[src/tgf_pkg.sv]
// Shared types, constants and defaults for the tone generator with fade.
`default_nettype none

package tgf_pkg;

    // Defaults for the top-level parameters.
    localparam int PHASE_BITS_DEF       = 24;
    localparam int SINE_TABLE_DEPTH_DEF = 1024;
    localparam int SAMPLE_BITS_DEF      = 16;
    localparam int LENGTH_BITS_DEF      = 16;

    // Input transaction layout.
    localparam int STEP_W    = 23;
    localparam int NOTE_W    = 16;
    localparam int IN_DATA_W = 40;
    localparam int STEP_LSB  = 0;
    localparam int NOTE_LSB  = 23;
    localparam int SQ_BIT    = 39;

    // Request kinds carried on the input tuser.
    localparam logic REQ_TICK  = 1'b0;
    localparam logic REQ_START = 1'b1;

    // Shared multiplier and reciprocal widths.
    localparam int MUL_A_W = 32;
    localparam int MUL_B_W = 24;
    localparam int MUL_P_W = MUL_A_W + MUL_B_W;
    localparam int RECIP_W = 32;

    // Quarter-wave sine polynomial, Q16.
    localparam int          X_W   = 17;
    localparam logic [16:0] COEF1 = 17'd102939;
    localparam logic [16:0] COEF3 = 17'd42159;
    localparam logic [16:0] COEF5 = 17'd4765;
    localparam logic [16:0] Y_MAX = 17'd65536;
    localparam int          ROUND_HALF = 32768;

    typedef enum logic [3:0] {
        ST_IDLE,
        ST_DIV,
        ST_X2,
        ST_T1,
        ST_T2,
        ST_Y,
        ST_AMP,
        ST_MAG,
        ST_GAIN,
        ST_FADE,
        ST_SCALE,
        ST_OUT
    } t_state;

endpackage

`default_nettype wire

[src/tone_generator_with_fade.sv]
// Top level of the tone generator: sequencer, note state and output register.
// A tick goes straight to ST_OUT when no note runs, via ST_MAG (square) or ST_X2 to ST_MAG
// (sine) during a note, and also via ST_GAIN, ST_FADE and ST_SCALE inside the fade region.
// Requests are taken only in ST_IDLE, since all products share a single multiplier.
// A nonzero-length note start runs the 32-step reciprocal divider before the next request.
// Reset (synchronous, active low) leaves the block idle with sound enabled and no result.
`default_nettype none

module tone_generator_with_fade #(
    parameter int PHASE_BITS       = tgf_pkg::PHASE_BITS_DEF,
    parameter int SINE_TABLE_DEPTH = tgf_pkg::SINE_TABLE_DEPTH_DEF,
    parameter int SAMPLE_BITS      = tgf_pkg::SAMPLE_BITS_DEF,
    parameter int LENGTH_BITS      = tgf_pkg::LENGTH_BITS_DEF,
    localparam int OUT_W           = ((SAMPLE_BITS + 7) / 8) * 8
) (
    input  wire logic                          i_clk,
    input  wire logic                          i_rst_n,
    // Configuration: sound_enable.
    input  wire logic                          i_cfg_wr_en,
    input  wire logic                          i_cfg_wr_data,
    // Request stream.
    input  wire logic                          i_s_axis_tvalid,
    output logic                               o_s_axis_tready,
    // Fields from bit 0 up: phase_step[22:0], note_length[38:23], square_wave[39].
    input  wire logic [tgf_pkg::IN_DATA_W-1:0] i_s_axis_tdata,
    // Field: req_type.
    input  wire logic                          i_s_axis_tuser,
    // Sample stream.
    output logic                               o_m_axis_tvalid,
    input  wire logic                          i_m_axis_tready,
    // Field from bit 0 up: sample, zero-padded to whole bytes.
    output logic      [OUT_W-1:0]              o_m_axis_tdata,
    // Field: last_sample.
    output logic                               o_m_axis_tlast,
    // Field: note_active.
    output logic                               o_m_axis_tuser
);

    // The sine table index is the top LG phase bits; the quarter wave has 2^QLG steps.
    localparam int LG    = $clog2(SINE_TABLE_DEPTH);
    localparam int QLG   = LG - 2;
    localparam int X_SHIFT = 16 - QLG;
    localparam logic [QLG:0] QSIZE = (QLG + 1)'(1 << QLG);

    // Amplitudes 0.12 and 0.08 of full scale, rounded.
    localparam logic [tgf_pkg::MUL_B_W-1:0] AMP_SINE =
        tgf_pkg::MUL_B_W'(((12 << (SAMPLE_BITS - 1)) + 50) / 100);
    localparam logic [SAMPLE_BITS-1:0] AMP_SQUARE =
        SAMPLE_BITS'(((8 << (SAMPLE_BITS - 1)) + 50) / 100);

    tgf_pkg::t_state r_state;
    tgf_pkg::t_state n_state;

    // Configuration and note state.
    logic                        r_enable;
    logic                        r_playing;
    logic [PHASE_BITS-1:0]       r_phase;
    logic [LENGTH_BITS-1:0]      r_idx;
    logic [LENGTH_BITS-1:0]      r_len;
    logic [tgf_pkg::STEP_W-1:0]  r_step;
    logic                        r_square;
    logic [tgf_pkg::RECIP_W-1:0] r_recip;

    // Per-sample working registers.
    logic                        r_active;
    logic [tgf_pkg::X_W-1:0]     r_x;
    logic [tgf_pkg::X_W-1:0]     r_x2;
    logic [SAMPLE_BITS-1:0]      r_mag;

    // Output register.
    logic                        r_out_valid;
    logic [SAMPLE_BITS-1:0]      r_out_data;
    logic                        r_out_last;
    logic                        r_out_active;

    // Input unpacking.
    logic                        w_in_accept;
    logic                        w_in_start;
    logic [tgf_pkg::STEP_W-1:0]  w_in_step;
    logic [LENGTH_BITS-1:0]      w_in_len;
    logic                        w_in_square;

    // Datapath.
    logic                        w_quad_odd;
    logic [QLG-1:0]              w_j;
    logic [QLG:0]                w_j_eff;
    logic [tgf_pkg::X_W-1:0]     w_x;
    logic                        w_neg;
    logic [tgf_pkg::MUL_P_W-1:0] w_prod;
    logic [tgf_pkg::MUL_P_W-1:0] w_round;
    logic [tgf_pkg::X_W-1:0]     w_prod_q;
    logic [tgf_pkg::X_W-1:0]     w_t1;
    logic [tgf_pkg::X_W-1:0]     w_t2;
    logic [tgf_pkg::X_W-1:0]     w_y;
    logic [LENGTH_BITS+2:0]      w_five_i;
    logic [LENGTH_BITS+2:0]      w_four_n;
    logic [LENGTH_BITS-1:0]      w_rem;
    logic [LENGTH_BITS+2:0]      w_five_rem;
    logic                        w_fade;
    logic                        w_last;
    logic                        w_end;
    logic [SAMPLE_BITS-1:0]      w_signed;
    logic                        w_out_free;

    // Sequencer outputs.
    logic [tgf_pkg::MUL_A_W-1:0] w_mul_a;
    logic [tgf_pkg::MUL_B_W-1:0] w_mul_b;
    logic                        w_div_start;
    logic                        w_div_done;
    logic [tgf_pkg::RECIP_W-1:0] w_div_quo;

    assign w_in_accept = i_s_axis_tvalid && o_s_axis_tready;
    assign w_in_start  = (i_s_axis_tuser == tgf_pkg::REQ_START);
    assign w_in_step   = i_s_axis_tdata[tgf_pkg::STEP_LSB +: tgf_pkg::STEP_W];
    assign w_in_len    = LENGTH_BITS'({16'd0, i_s_axis_tdata[tgf_pkg::NOTE_LSB +: tgf_pkg::NOTE_W]});
    assign w_in_square = i_s_axis_tdata[tgf_pkg::SQ_BIT];

    // Quarter-wave position: mirrored in the second and fourth quadrants, scaled to Q16.
    // The sign of both waveforms is the phase MSB.
    always_comb begin
        w_quad_odd = r_phase[PHASE_BITS-2];
        w_j        = r_phase[PHASE_BITS-3 -: QLG];
        w_j_eff    = w_quad_odd ? (QSIZE - {1'b0, w_j}) : {1'b0, w_j};
        w_x        = tgf_pkg::X_W'(w_j_eff) << X_SHIFT;
        w_neg      = r_phase[PHASE_BITS-1];
    end

    // Product slices for each step of the polynomial and the scaling.
    always_comb begin
        w_prod_q = w_prod[16 +: tgf_pkg::X_W];
        w_round  = w_prod + tgf_pkg::MUL_P_W'(tgf_pkg::ROUND_HALF);
        w_t1     = tgf_pkg::COEF3 - w_prod_q;
        w_t2     = tgf_pkg::COEF1 - w_prod_q;
        w_y      = (w_prod_q > tgf_pkg::Y_MAX) ? tgf_pkg::Y_MAX : w_prod_q;
    end

    // Fade region is where 5*i > 4*N; the remaining fraction 5*(N-i) is below N there,
    // so the gain stays under one in Q16.
    always_comb begin
        w_five_i   = ({3'b000, r_idx} << 2) + {3'b000, r_idx};
        w_four_n   = {1'b0, r_len, 2'b00};
        w_rem      = r_len - r_idx;
        w_five_rem = ({3'b000, w_rem} << 2) + {3'b000, w_rem};
        w_fade     = (w_five_i > w_four_n) && (r_idx < r_len);
        w_last     = (({1'b0, r_idx} + 1'b1) == {1'b0, r_len});
        w_end      = (({1'b0, r_idx} + 1'b1) >= {1'b0, r_len});
        w_signed   = w_neg ? ('0 - r_mag) : r_mag;
        w_out_free = !r_out_valid || i_m_axis_tready;
    end

    // Next state.
    always_comb begin
        n_state = r_state;
        case (r_state)
            tgf_pkg::ST_IDLE: begin
                if (w_in_accept) begin
                    if (w_in_start) begin
                        if (r_enable && (w_in_len != '0)) begin
                            n_state = tgf_pkg::ST_DIV;
                        end
                    end else if (!r_enable || !r_playing) begin
                        n_state = tgf_pkg::ST_OUT;
                    end else if (r_square) begin
                        n_state = tgf_pkg::ST_MAG;
                    end else begin
                        n_state = tgf_pkg::ST_X2;
                    end
                end
            end
            tgf_pkg::ST_DIV: begin
                if (w_div_done) begin
                    n_state = tgf_pkg::ST_IDLE;
                end
            end
            tgf_pkg::ST_X2:    n_state = tgf_pkg::ST_T1;
            tgf_pkg::ST_T1:    n_state = tgf_pkg::ST_T2;
            tgf_pkg::ST_T2:    n_state = tgf_pkg::ST_Y;
            tgf_pkg::ST_Y:     n_state = tgf_pkg::ST_AMP;
            tgf_pkg::ST_AMP:   n_state = tgf_pkg::ST_MAG;
            tgf_pkg::ST_MAG: begin
                n_state = w_fade ? tgf_pkg::ST_GAIN : tgf_pkg::ST_OUT;
            end
            tgf_pkg::ST_GAIN:  n_state = tgf_pkg::ST_FADE;
            tgf_pkg::ST_FADE:  n_state = tgf_pkg::ST_SCALE;
            tgf_pkg::ST_SCALE: n_state = tgf_pkg::ST_OUT;
            tgf_pkg::ST_OUT: begin
                if (w_out_free) begin
                    n_state = tgf_pkg::ST_IDLE;
                end
            end
            default:           n_state = tgf_pkg::ST_IDLE;
        endcase
    end

    // Sequencer outputs: handshake, divider start and multiplier operands.
    always_comb begin
        o_s_axis_tready = 1'b0;
        w_div_start     = 1'b0;
        w_mul_a         = '0;
        w_mul_b         = '0;
        case (r_state)
            tgf_pkg::ST_IDLE: begin
                o_s_axis_tready = 1'b1;
                w_div_start     = i_s_axis_tvalid && w_in_start && r_enable
                                  && (w_in_len != '0);
            end
            tgf_pkg::ST_X2: begin
                w_mul_a = tgf_pkg::MUL_A_W'(w_x);
                w_mul_b = tgf_pkg::MUL_B_W'(w_x);
            end
            tgf_pkg::ST_T1: begin
                w_mul_a = tgf_pkg::MUL_A_W'(w_prod_q);
                w_mul_b = tgf_pkg::MUL_B_W'(tgf_pkg::COEF5);
            end
            tgf_pkg::ST_T2: begin
                w_mul_a = tgf_pkg::MUL_A_W'(r_x2);
                w_mul_b = tgf_pkg::MUL_B_W'(w_t1);
            end
            tgf_pkg::ST_Y: begin
                w_mul_a = tgf_pkg::MUL_A_W'(r_x);
                w_mul_b = tgf_pkg::MUL_B_W'(w_t2);
            end
            tgf_pkg::ST_AMP: begin
                w_mul_a = tgf_pkg::MUL_A_W'(w_y);
                w_mul_b = AMP_SINE;
            end
            tgf_pkg::ST_GAIN: begin
                w_mul_a = r_recip;
                w_mul_b = tgf_pkg::MUL_B_W'(w_five_rem);
            end
            tgf_pkg::ST_FADE: begin
                w_mul_a = tgf_pkg::MUL_A_W'(r_mag);
                w_mul_b = tgf_pkg::MUL_B_W'(w_prod[31:16]);
            end
            default: begin
                w_mul_a = '0;
                w_mul_b = '0;
            end
        endcase
    end

    // Control registers.
    always_ff @(posedge i_clk) begin
        if (!i_rst_n) begin
            r_state     <= tgf_pkg::ST_IDLE;
            r_enable    <= 1'b1;
            r_playing   <= 1'b0;
            r_out_valid <= 1'b0;
        end else begin
            r_state <= n_state;
            if (i_cfg_wr_en) begin
                r_enable <= i_cfg_wr_data;
            end
            if ((r_state == tgf_pkg::ST_IDLE) && w_in_accept) begin
                if (w_in_start) begin
                    if (r_enable) begin
                        r_playing <= (w_in_len != '0);
                    end
                end else if (!r_enable) begin
                    // A tick while disabled aborts the running note.
                    r_playing <= 1'b0;
                end
            end
            if ((r_state == tgf_pkg::ST_OUT) && w_out_free) begin
                r_out_valid <= 1'b1;
                if (r_active && w_end) begin
                    r_playing <= 1'b0;
                end
            end else if (i_m_axis_tready) begin
                r_out_valid <= 1'b0;
            end
        end
    end

    // Note parameters, working registers and the output payload.
    always_ff @(posedge i_clk) begin
        case (r_state)
            tgf_pkg::ST_IDLE: begin
                if (w_in_accept) begin
                    if (w_in_start) begin
                        if (r_enable) begin
                            r_phase  <= '0;
                            r_idx    <= '0;
                            r_len    <= w_in_len;
                            r_step   <= w_in_step;
                            r_square <= w_in_square;
                            r_recip  <= '0;
                        end
                    end else begin
                        r_active <= r_enable && r_playing;
                        r_mag    <= AMP_SQUARE;
                    end
                end
            end
            tgf_pkg::ST_DIV: begin
                if (w_div_done) begin
                    r_recip <= w_div_quo;
                end
            end
            tgf_pkg::ST_X2: begin
                r_x <= w_x;
            end
            tgf_pkg::ST_T1: begin
                r_x2 <= w_prod_q;
            end
            tgf_pkg::ST_MAG: begin
                if (!r_square) begin
                    r_mag <= w_round[16 +: SAMPLE_BITS];
                end
            end
            tgf_pkg::ST_SCALE: begin
                r_mag <= w_prod[16 +: SAMPLE_BITS];
            end
            tgf_pkg::ST_OUT: begin
                if (w_out_free) begin
                    r_out_data   <= r_active ? w_signed : '0;
                    r_out_last   <= r_active && w_last;
                    r_out_active <= r_active;
                    if (r_active) begin
                        r_phase <= r_phase + PHASE_BITS'({9'd0, r_step});
                        r_idx   <= r_idx + 1'b1;
                    end
                end
            end
            default: begin
            end
        endcase
    end

    tgf_mul u_mul (
        .i_clk (i_clk),
        .i_a   (w_mul_a),
        .i_b   (w_mul_b),
        .o_p   (w_prod)
    );

    tgf_div #(
        .LENGTH_BITS (LENGTH_BITS)
    ) u_div (
        .i_clk      (i_clk),
        .i_rst_n    (i_rst_n),
        .i_start    (w_div_start),
        .i_divisor  (w_in_len),
        .o_done     (w_div_done),
        .o_quotient (w_div_quo)
    );

    assign o_m_axis_tvalid = r_out_valid;
    assign o_m_axis_tdata  = OUT_W'(r_out_data);
    assign o_m_axis_tlast  = r_out_last;
    assign o_m_axis_tuser  = r_out_active;

endmodule

`default_nettype wire

[src/tgf_mul.sv]
// Shared unsigned multiplier with a registered product.
`default_nettype none

module tgf_mul (
    input  wire logic                        i_clk,
    input  wire logic [tgf_pkg::MUL_A_W-1:0] i_a,
    input  wire logic [tgf_pkg::MUL_B_W-1:0] i_b,
    output logic      [tgf_pkg::MUL_P_W-1:0] o_p
);

    logic [tgf_pkg::MUL_P_W-1:0] r_p;

    always_ff @(posedge i_clk) begin
        r_p <= tgf_pkg::MUL_P_W'(i_a) * tgf_pkg::MUL_P_W'(i_b);
    end

    assign o_p = r_p;

endmodule

`default_nettype wire

[src/tgf_div.sv]
// Radix-2 restoring divider that forms the fade reciprocal (2^32-1)/N.
`default_nettype none

module tgf_div #(
    parameter int LENGTH_BITS = tgf_pkg::LENGTH_BITS_DEF
) (
    input  wire logic                        i_clk,
    input  wire logic                        i_rst_n,
    input  wire logic                        i_start,
    input  wire logic [LENGTH_BITS-1:0]      i_divisor,
    output logic                             o_done,
    output logic      [tgf_pkg::RECIP_W-1:0] o_quotient
);

    localparam int CNT_W = $clog2(tgf_pkg::RECIP_W);

    logic                        r_busy;
    logic                        r_done;
    logic [CNT_W-1:0]            r_cnt;
    logic [LENGTH_BITS-1:0]      r_div;
    logic [LENGTH_BITS-1:0]      r_rem;
    logic [tgf_pkg::RECIP_W-1:0] r_quo;

    logic [LENGTH_BITS:0]        w_trial;
    logic                        w_fits;
    logic [LENGTH_BITS:0]        w_diff;

    // The dividend is all ones, so a one is shifted in at every step.
    always_comb begin
        w_trial = {r_rem, 1'b1};
        w_fits  = (w_trial >= {1'b0, r_div});
        w_diff  = w_trial - {1'b0, r_div};
    end

    always_ff @(posedge i_clk) begin
        if (!i_rst_n) begin
            r_busy <= 1'b0;
            r_done <= 1'b0;
        end else begin
            r_done <= r_busy && (r_cnt == '0);
            if (i_start) begin
                r_busy <= 1'b1;
            end else if (r_busy && (r_cnt == '0)) begin
                r_busy <= 1'b0;
            end
        end
    end

    always_ff @(posedge i_clk) begin
        if (i_start) begin
            r_div <= i_divisor;
            r_rem <= '0;
            r_cnt <= CNT_W'(tgf_pkg::RECIP_W - 1);
        end else if (r_busy) begin
            r_rem <= w_fits ? w_diff[LENGTH_BITS-1:0] : w_trial[LENGTH_BITS-1:0];
            r_quo <= {r_quo[tgf_pkg::RECIP_W-2:0], w_fits};
            r_cnt <= r_cnt - 1'b1;
        end
    end

    assign o_done     = r_done;
    assign o_quotient = r_quo;

endmodule

`default_nettype wire

[config.mk]
export PLATFORM = sky130hd
export DESIGN_NAME = tone_generator_with_fade
export DESIGN_NICKNAME = d
export VERILOG_FILES = /design/src/tgf_pkg.sv /design/src/tone_generator_with_fade.sv /design/src/tgf_mul.sv /design/src/tgf_div.sv
export SDC_FILE = /design/constraint.sdc
export NUM_CORES = 2
export LEC_CHECK = 0
export BUFFER_PORTS_ARGS = -buffer_cell sky130_fd_sc_hd__buf_2
export CORE_UTILIZATION = 45
export CTS_BUF_LIST = sky130_fd_sc_hd__clkbuf_2 sky130_fd_sc_hd__clkbuf_4 sky130_fd_sc_hd__clkbuf_8
export DETAILED_ROUTE_END_ITERATION = 16
export GPL_ROUTABILITY_DRIVEN = 0
export PLACE_DENSITY_LB_ADDON = 0.15
export SYNTH_ARGS = -nofsm -noshare
export SYNTH_HDL_FRONTEND = slang
export SYNTH_HIERARCHICAL = 1
export SYNTH_SLANG_ARGS = --single-unit
[constraint.sdc]
create_clock -name i_clk -period 10.7 [get_ports i_clk]
set_input_delay 2.14 -clock i_clk [delete_from_list [all_inputs] [get_ports i_clk]]
set_output_delay 2.14 -clock i_clk [all_outputs]
set_load 0.05 [all_outputs]
# Word-level counts from Yosys, hierarchy flattened
# Cells that the tools add are included.
# word_totals
ff_bits,284
inputBits,47
output_inout_bits,20
wordCells,147
# op_classes
addsub,13
mul,1
n_lt_le_gt_ge,5
eq_ne,21
n_mux,48
bitwise,2
reduce_logical,33
# ops
op,n
$pmux W32 S7,1
$mux W16,10
$pmux W19 S7,1
$mux W32,4
$mux W24,5
$pmux W32 S2,1
$pmux W16 S3,1
$pmux W24 S2,1
$pmux W4 S12,1
$add A18 B16 Y19,2
$ge A17 B16 Y1,2
$mul A32 B19 Y33,1
$add A32 B16 Y32 const B,1
$pmux W16 S2,1
$sub A16 B16 Y16,2
$add A24 B23 Y24,1
$mux W4,6
$gt A19 B18 Y1,1
$add A16 B1 Y17 const B,1
$eq A17 B16 Y1,1
$gt A17 B17 Y1 const B,1
$mux W17,1
$sub A16 B17 Y17 const A,1
$sub A17 B17 Y17 const A,1
30 further kinds,75

# Longest topological paths before layout
# logic_depth
ltp_word,7
ltp_mapped,43
ltp_nobuf,41

# Hierarchy
# The synthesis kept the hierarchy.
# by_module_without_submodules
mod,instances,cells_per_inst,area_per_inst_um2,seq_area_each_um2
tgf_mul,1,2908,26131.3,1121.1
tone_generator_with_fade,1,1357,12929.9,5335.1
tgf_div,1,271,3279.4,1901.8

# Least setup slack after synthesis
# OpenSTA, ideal clock, no wires.
# synth_timing
path_type,reg2reg
from,register r_idx[1]
to,register u_mul/o_p[41] (netlist name)
setup_ns,0.121
arrival_time_ns,9.525
t_required_ns,10.579
path_slack_ns,1.054
stages_incl_launch_ff,41
n_path_buf,2
synth_period_minus_slack_ns,9.646
path_cell_list,edfxtp_1 inv_1 ha_1 nor2b_1 o211a_1 o211ai_1 nand2b_1 a21oi_1 nor2_1 a2111oi_0 nor2_1 ha_1 and3_1 a221o_1 o211a_1 xnor2_1 nor2_1 clkbuf_1 (+5 left out) fa_1 inv_1 fa_1 fa_1 fa_1 inv_1 fa_1 inv_1 ha_1 buf_2 a21oi_1 o21ai_0 o21bai_1 o31ai_4 o21bai_1 a31o_1 a31oi_1 xnor2_1
# synth_rtl
element,line,text
from (decl),tone_generator_with_fade.sv:58,logic [LENGTH_BITS-1:0] r_idx;
from (signal assigned),tone_generator_with_fade.sv:321,r_idx <= r_idx + 1'b1;

# Worst setup path in the final report
# layout_timing
from,register r_idx[3]
to,"register u_mul.r_p, in the netlist u_mul/o_p[29]"
# layout_between
elab_chain_cells,4
# layout_lines
element,line,text
$sub A16 B16 Y16,tone_generator_with_fade.sv:142,w_rem = r_len - r_idx;
$add A18 B16 Y19,tone_generator_with_fade.sv:143,"w_five_rem = ({3'b000, w_rem} << 2) + {3'b000, w_rem};"
$pmux W19 S7,tone_generator_with_fade.sv:201,case (r_state)
via w_mul_b (one bit),tone_generator_with_fade.sv:107,logic [tgf_pkg::MUL_B_W-1:0] w_mul_b;
$mul A32 B19 Y33,tgf_mul.sv:14,r_p <= tgf_pkg::MUL_P_W'(i_a) * tgf_pkg::MUL_P_W'(i_b);
to (signal assigned),tgf_mul.sv:14,
to (decl),tgf_mul.sv:11,logic [tgf_pkg::MUL_P_W-1:0] r_p;
# The timed path passes the listed nets, and every way through them passes these cells.
# A chain may end at the register's enable or synchronous reset.

==> flow_summary.json <==
{
  "ff2ff_setup_slack_ns": 0.60,
  "critPathMaxStageDelay_ns": 0.55,
  "io_buffers": 66,
  "insertion_delay_ns": 0.66,
  "crit_top_cell": "fa_1",
  "use_met2_pct": 40.9,
  "synthCells": 3456,
  "fin_skew_ns": 0.0623,
  "drtAntennaViolNets": 0,
  "start_kind": "flip-flop",
  "ir_drop_uv": 122,
  "drtPass1Iterations": 6,
  "cts_setup_buffers": 0,
  "max_freq_mhz": 99.0,
  "cp_max_fo": 10,
  "cts_buffer_depth": 3,
  "coreArea_mm2": 0.0706,
  "final_core_util_pct": 49.1,
  "regToRegStartpoint": "r_idx[3]$_SDFFCE_PN0P_",
  "setup_viol": 0,
  "outcome": "complete, no violations",
  "grt_antenna_before_repair": 3,
  "p_leak_nw": 16.1,
  "cts_tree": "done",
  "hpwl_mm": 66.5,
  "dp_cells": 4329,
  "root_buffer": "clkbuf_8",
  "hold_viol": 0,
  "maxCapViolations": 0,
  "syn-cell-area_mm2": 0.0324,
  "placementRows": 97,
  "cts_htree_levels": 2,
  "start_util_pct": 45.8,
  "fin_crit_ns": 10.10,
  "grt_pass1_wl_mm": 138,
  "avgSynthCellArea_um2": 9.36,
  "drive_gt1_share_pct": 8.35,
  "min-delay-start": "u_div/o_quotient[11]$_DFFE_PP_",
  "tns_ns": 0,
  "worstMarginPinSlew_ns": 1.27,
  "viasPerCell": 5.42,
  "fin_cells": 4416,
  "use_met3_pct": 3.66,
  "vias": 23956,
  "startpoint": "r_idx[3]$_SDFFCE_PN0P_",
  "clock_sinks": 269,
  "drt_iter0_drc": 1587,
  "die_area_mm2": 0.0730,
  "slew_violations": 0,
  "io_pins": 67,
  "grt_pass1_vias": 25113,
  "grtUsageMet1_pct": 31.4,
  "die_h_um": 270,
  "worstSetupPathType": "flip-flop to flip-flop",
  "cp_slowest_cell": "fa_1",
  "gr-max-usage-layer": "met2",
  "filler_cell_count": 6753,
  "track_usage_pct": 23.9,
  "rsz0062_at_grt": "no",
  "hp-class": "flip-flop to flip-flop",
  "power.density_mw_per_mm2": 190,
  "end_kind": "flip-flop",
  "die_x_um": 270,
  "grt-ovfl-total": 0,
  "grt_max_degree": 39,
  "syn2layout_area_growth_pct": 7.10,
  "crit_required_ns": 11.24,
  "wl_mm": 85.5,
  "drc": 0,
  "period_share_pct": 94.4,
  "clk_pin_slew_ns": 0.07,
  "fin_nets": 4143,
  "slew-limit-headroom_pct": 15.1,
  "ys_warn_count": 6,
  "cts_buffers": 49,
  "worstPathArrival_ns": 10.64,
  "wl_per_cell_um": 19.4
}
## worst max-delay path, delay by kind of cell (launching register included)
family	cells	cell delay [ns]
buffers and inverters	5	0.50
xor gates and xnor gates	2	0.34
DFF	1	0.45
adders and majority gates	10	4.80
and+or+nand+nor	8	0.86
AOI/OAI and AO/OA	12	3.04
## what timing repair did
action	4_1_cts	5_1_grt
hold buffers	0	0
setup endpoints to repair	0	6
resized for setup	0	2
## stage by stage
step | setup WS, ns | total power (W) | hold slack, ns | instance area, µm²
floorplan | 1.60 | 0.00436 | 0.406 | 32400
global placement | 0.622 | 0.00549 | 0.427 | 33600
detailed placement | 0.495 | 0.00556 | 0.424 | 33600
CTS | 0.431 | 0.00661 | 0.434 | 34600
global route | 0.0617 | 0.00713 | 0.450 | 34700
finish | 0.596 | 0.00658 | 0.422 | 34700
## power by group
group	internal, W	switching (W)
Sequential	0.00135	0.000185
Clock	0.000556	0.000457
Combinational	0.00142	0.00261
## layer usage
metal  up-vias  routed length (µm)
li1      11070                   -
met1     12044               36200
met2       725               42100
met3       117                5170
met4         0                1910
met5         -                   0
## flip-flops by register name, summed over array words and instances (netlist names), 17 cells and up
register / flops
u_mul/o_p: 18
r_recip: 32
r_x2: 17
r_step: 23
r_phase: 24
u_div/o_quotient: 32
## cell usage in the layout, fill, tap and decap left out, types with 19 or more instances in the layout
cell type,count
edfxtp_1,221
nand3_1,53
xor2_1,39
nor2_1,141
buf_2,66
nand4_1,25
nor3_1,37
ha_1,219
o21ai_0,78
and2_1,322
and3_1,68
fa_1,437
nand2b_1,24
nand2_1,390
inv_1,574
dfxtp_1,48
xnor2_1,84
nor2b_1,19
clkbuf_8,51
a21oi_1,105
buf_4,60
o21a_1,24
a22oi_1,21
a21o_1,30
## path summary, 6_finish.rpt
check / to / depth (start not counted)
max reg2reg: u_mul/o_p[29]$_DFF_P_ / 37
min reg2reg: u_div/o_quotient[12]$_DFFE_PP_ / 0
max: u_mul/o_p[29]$_DFF_P_ / 37
min: u_div/o_quotient[12]$_DFFE_PP_ / 0
## layout make-up
class                      instances  area, µm²  area share (%)
antenna                            1       2.50         0.00722
clock buffer                      69        837            2.42
clock inverter                    17        156           0.451
inverter                         577       2170            6.26
multi-input combinational       2417      21900            63.3
sequential                       269       7600            21.9
tap                              940       1180            3.39
timing repair buffer             126        781            2.25
Power figures use the tool's default switching activity.
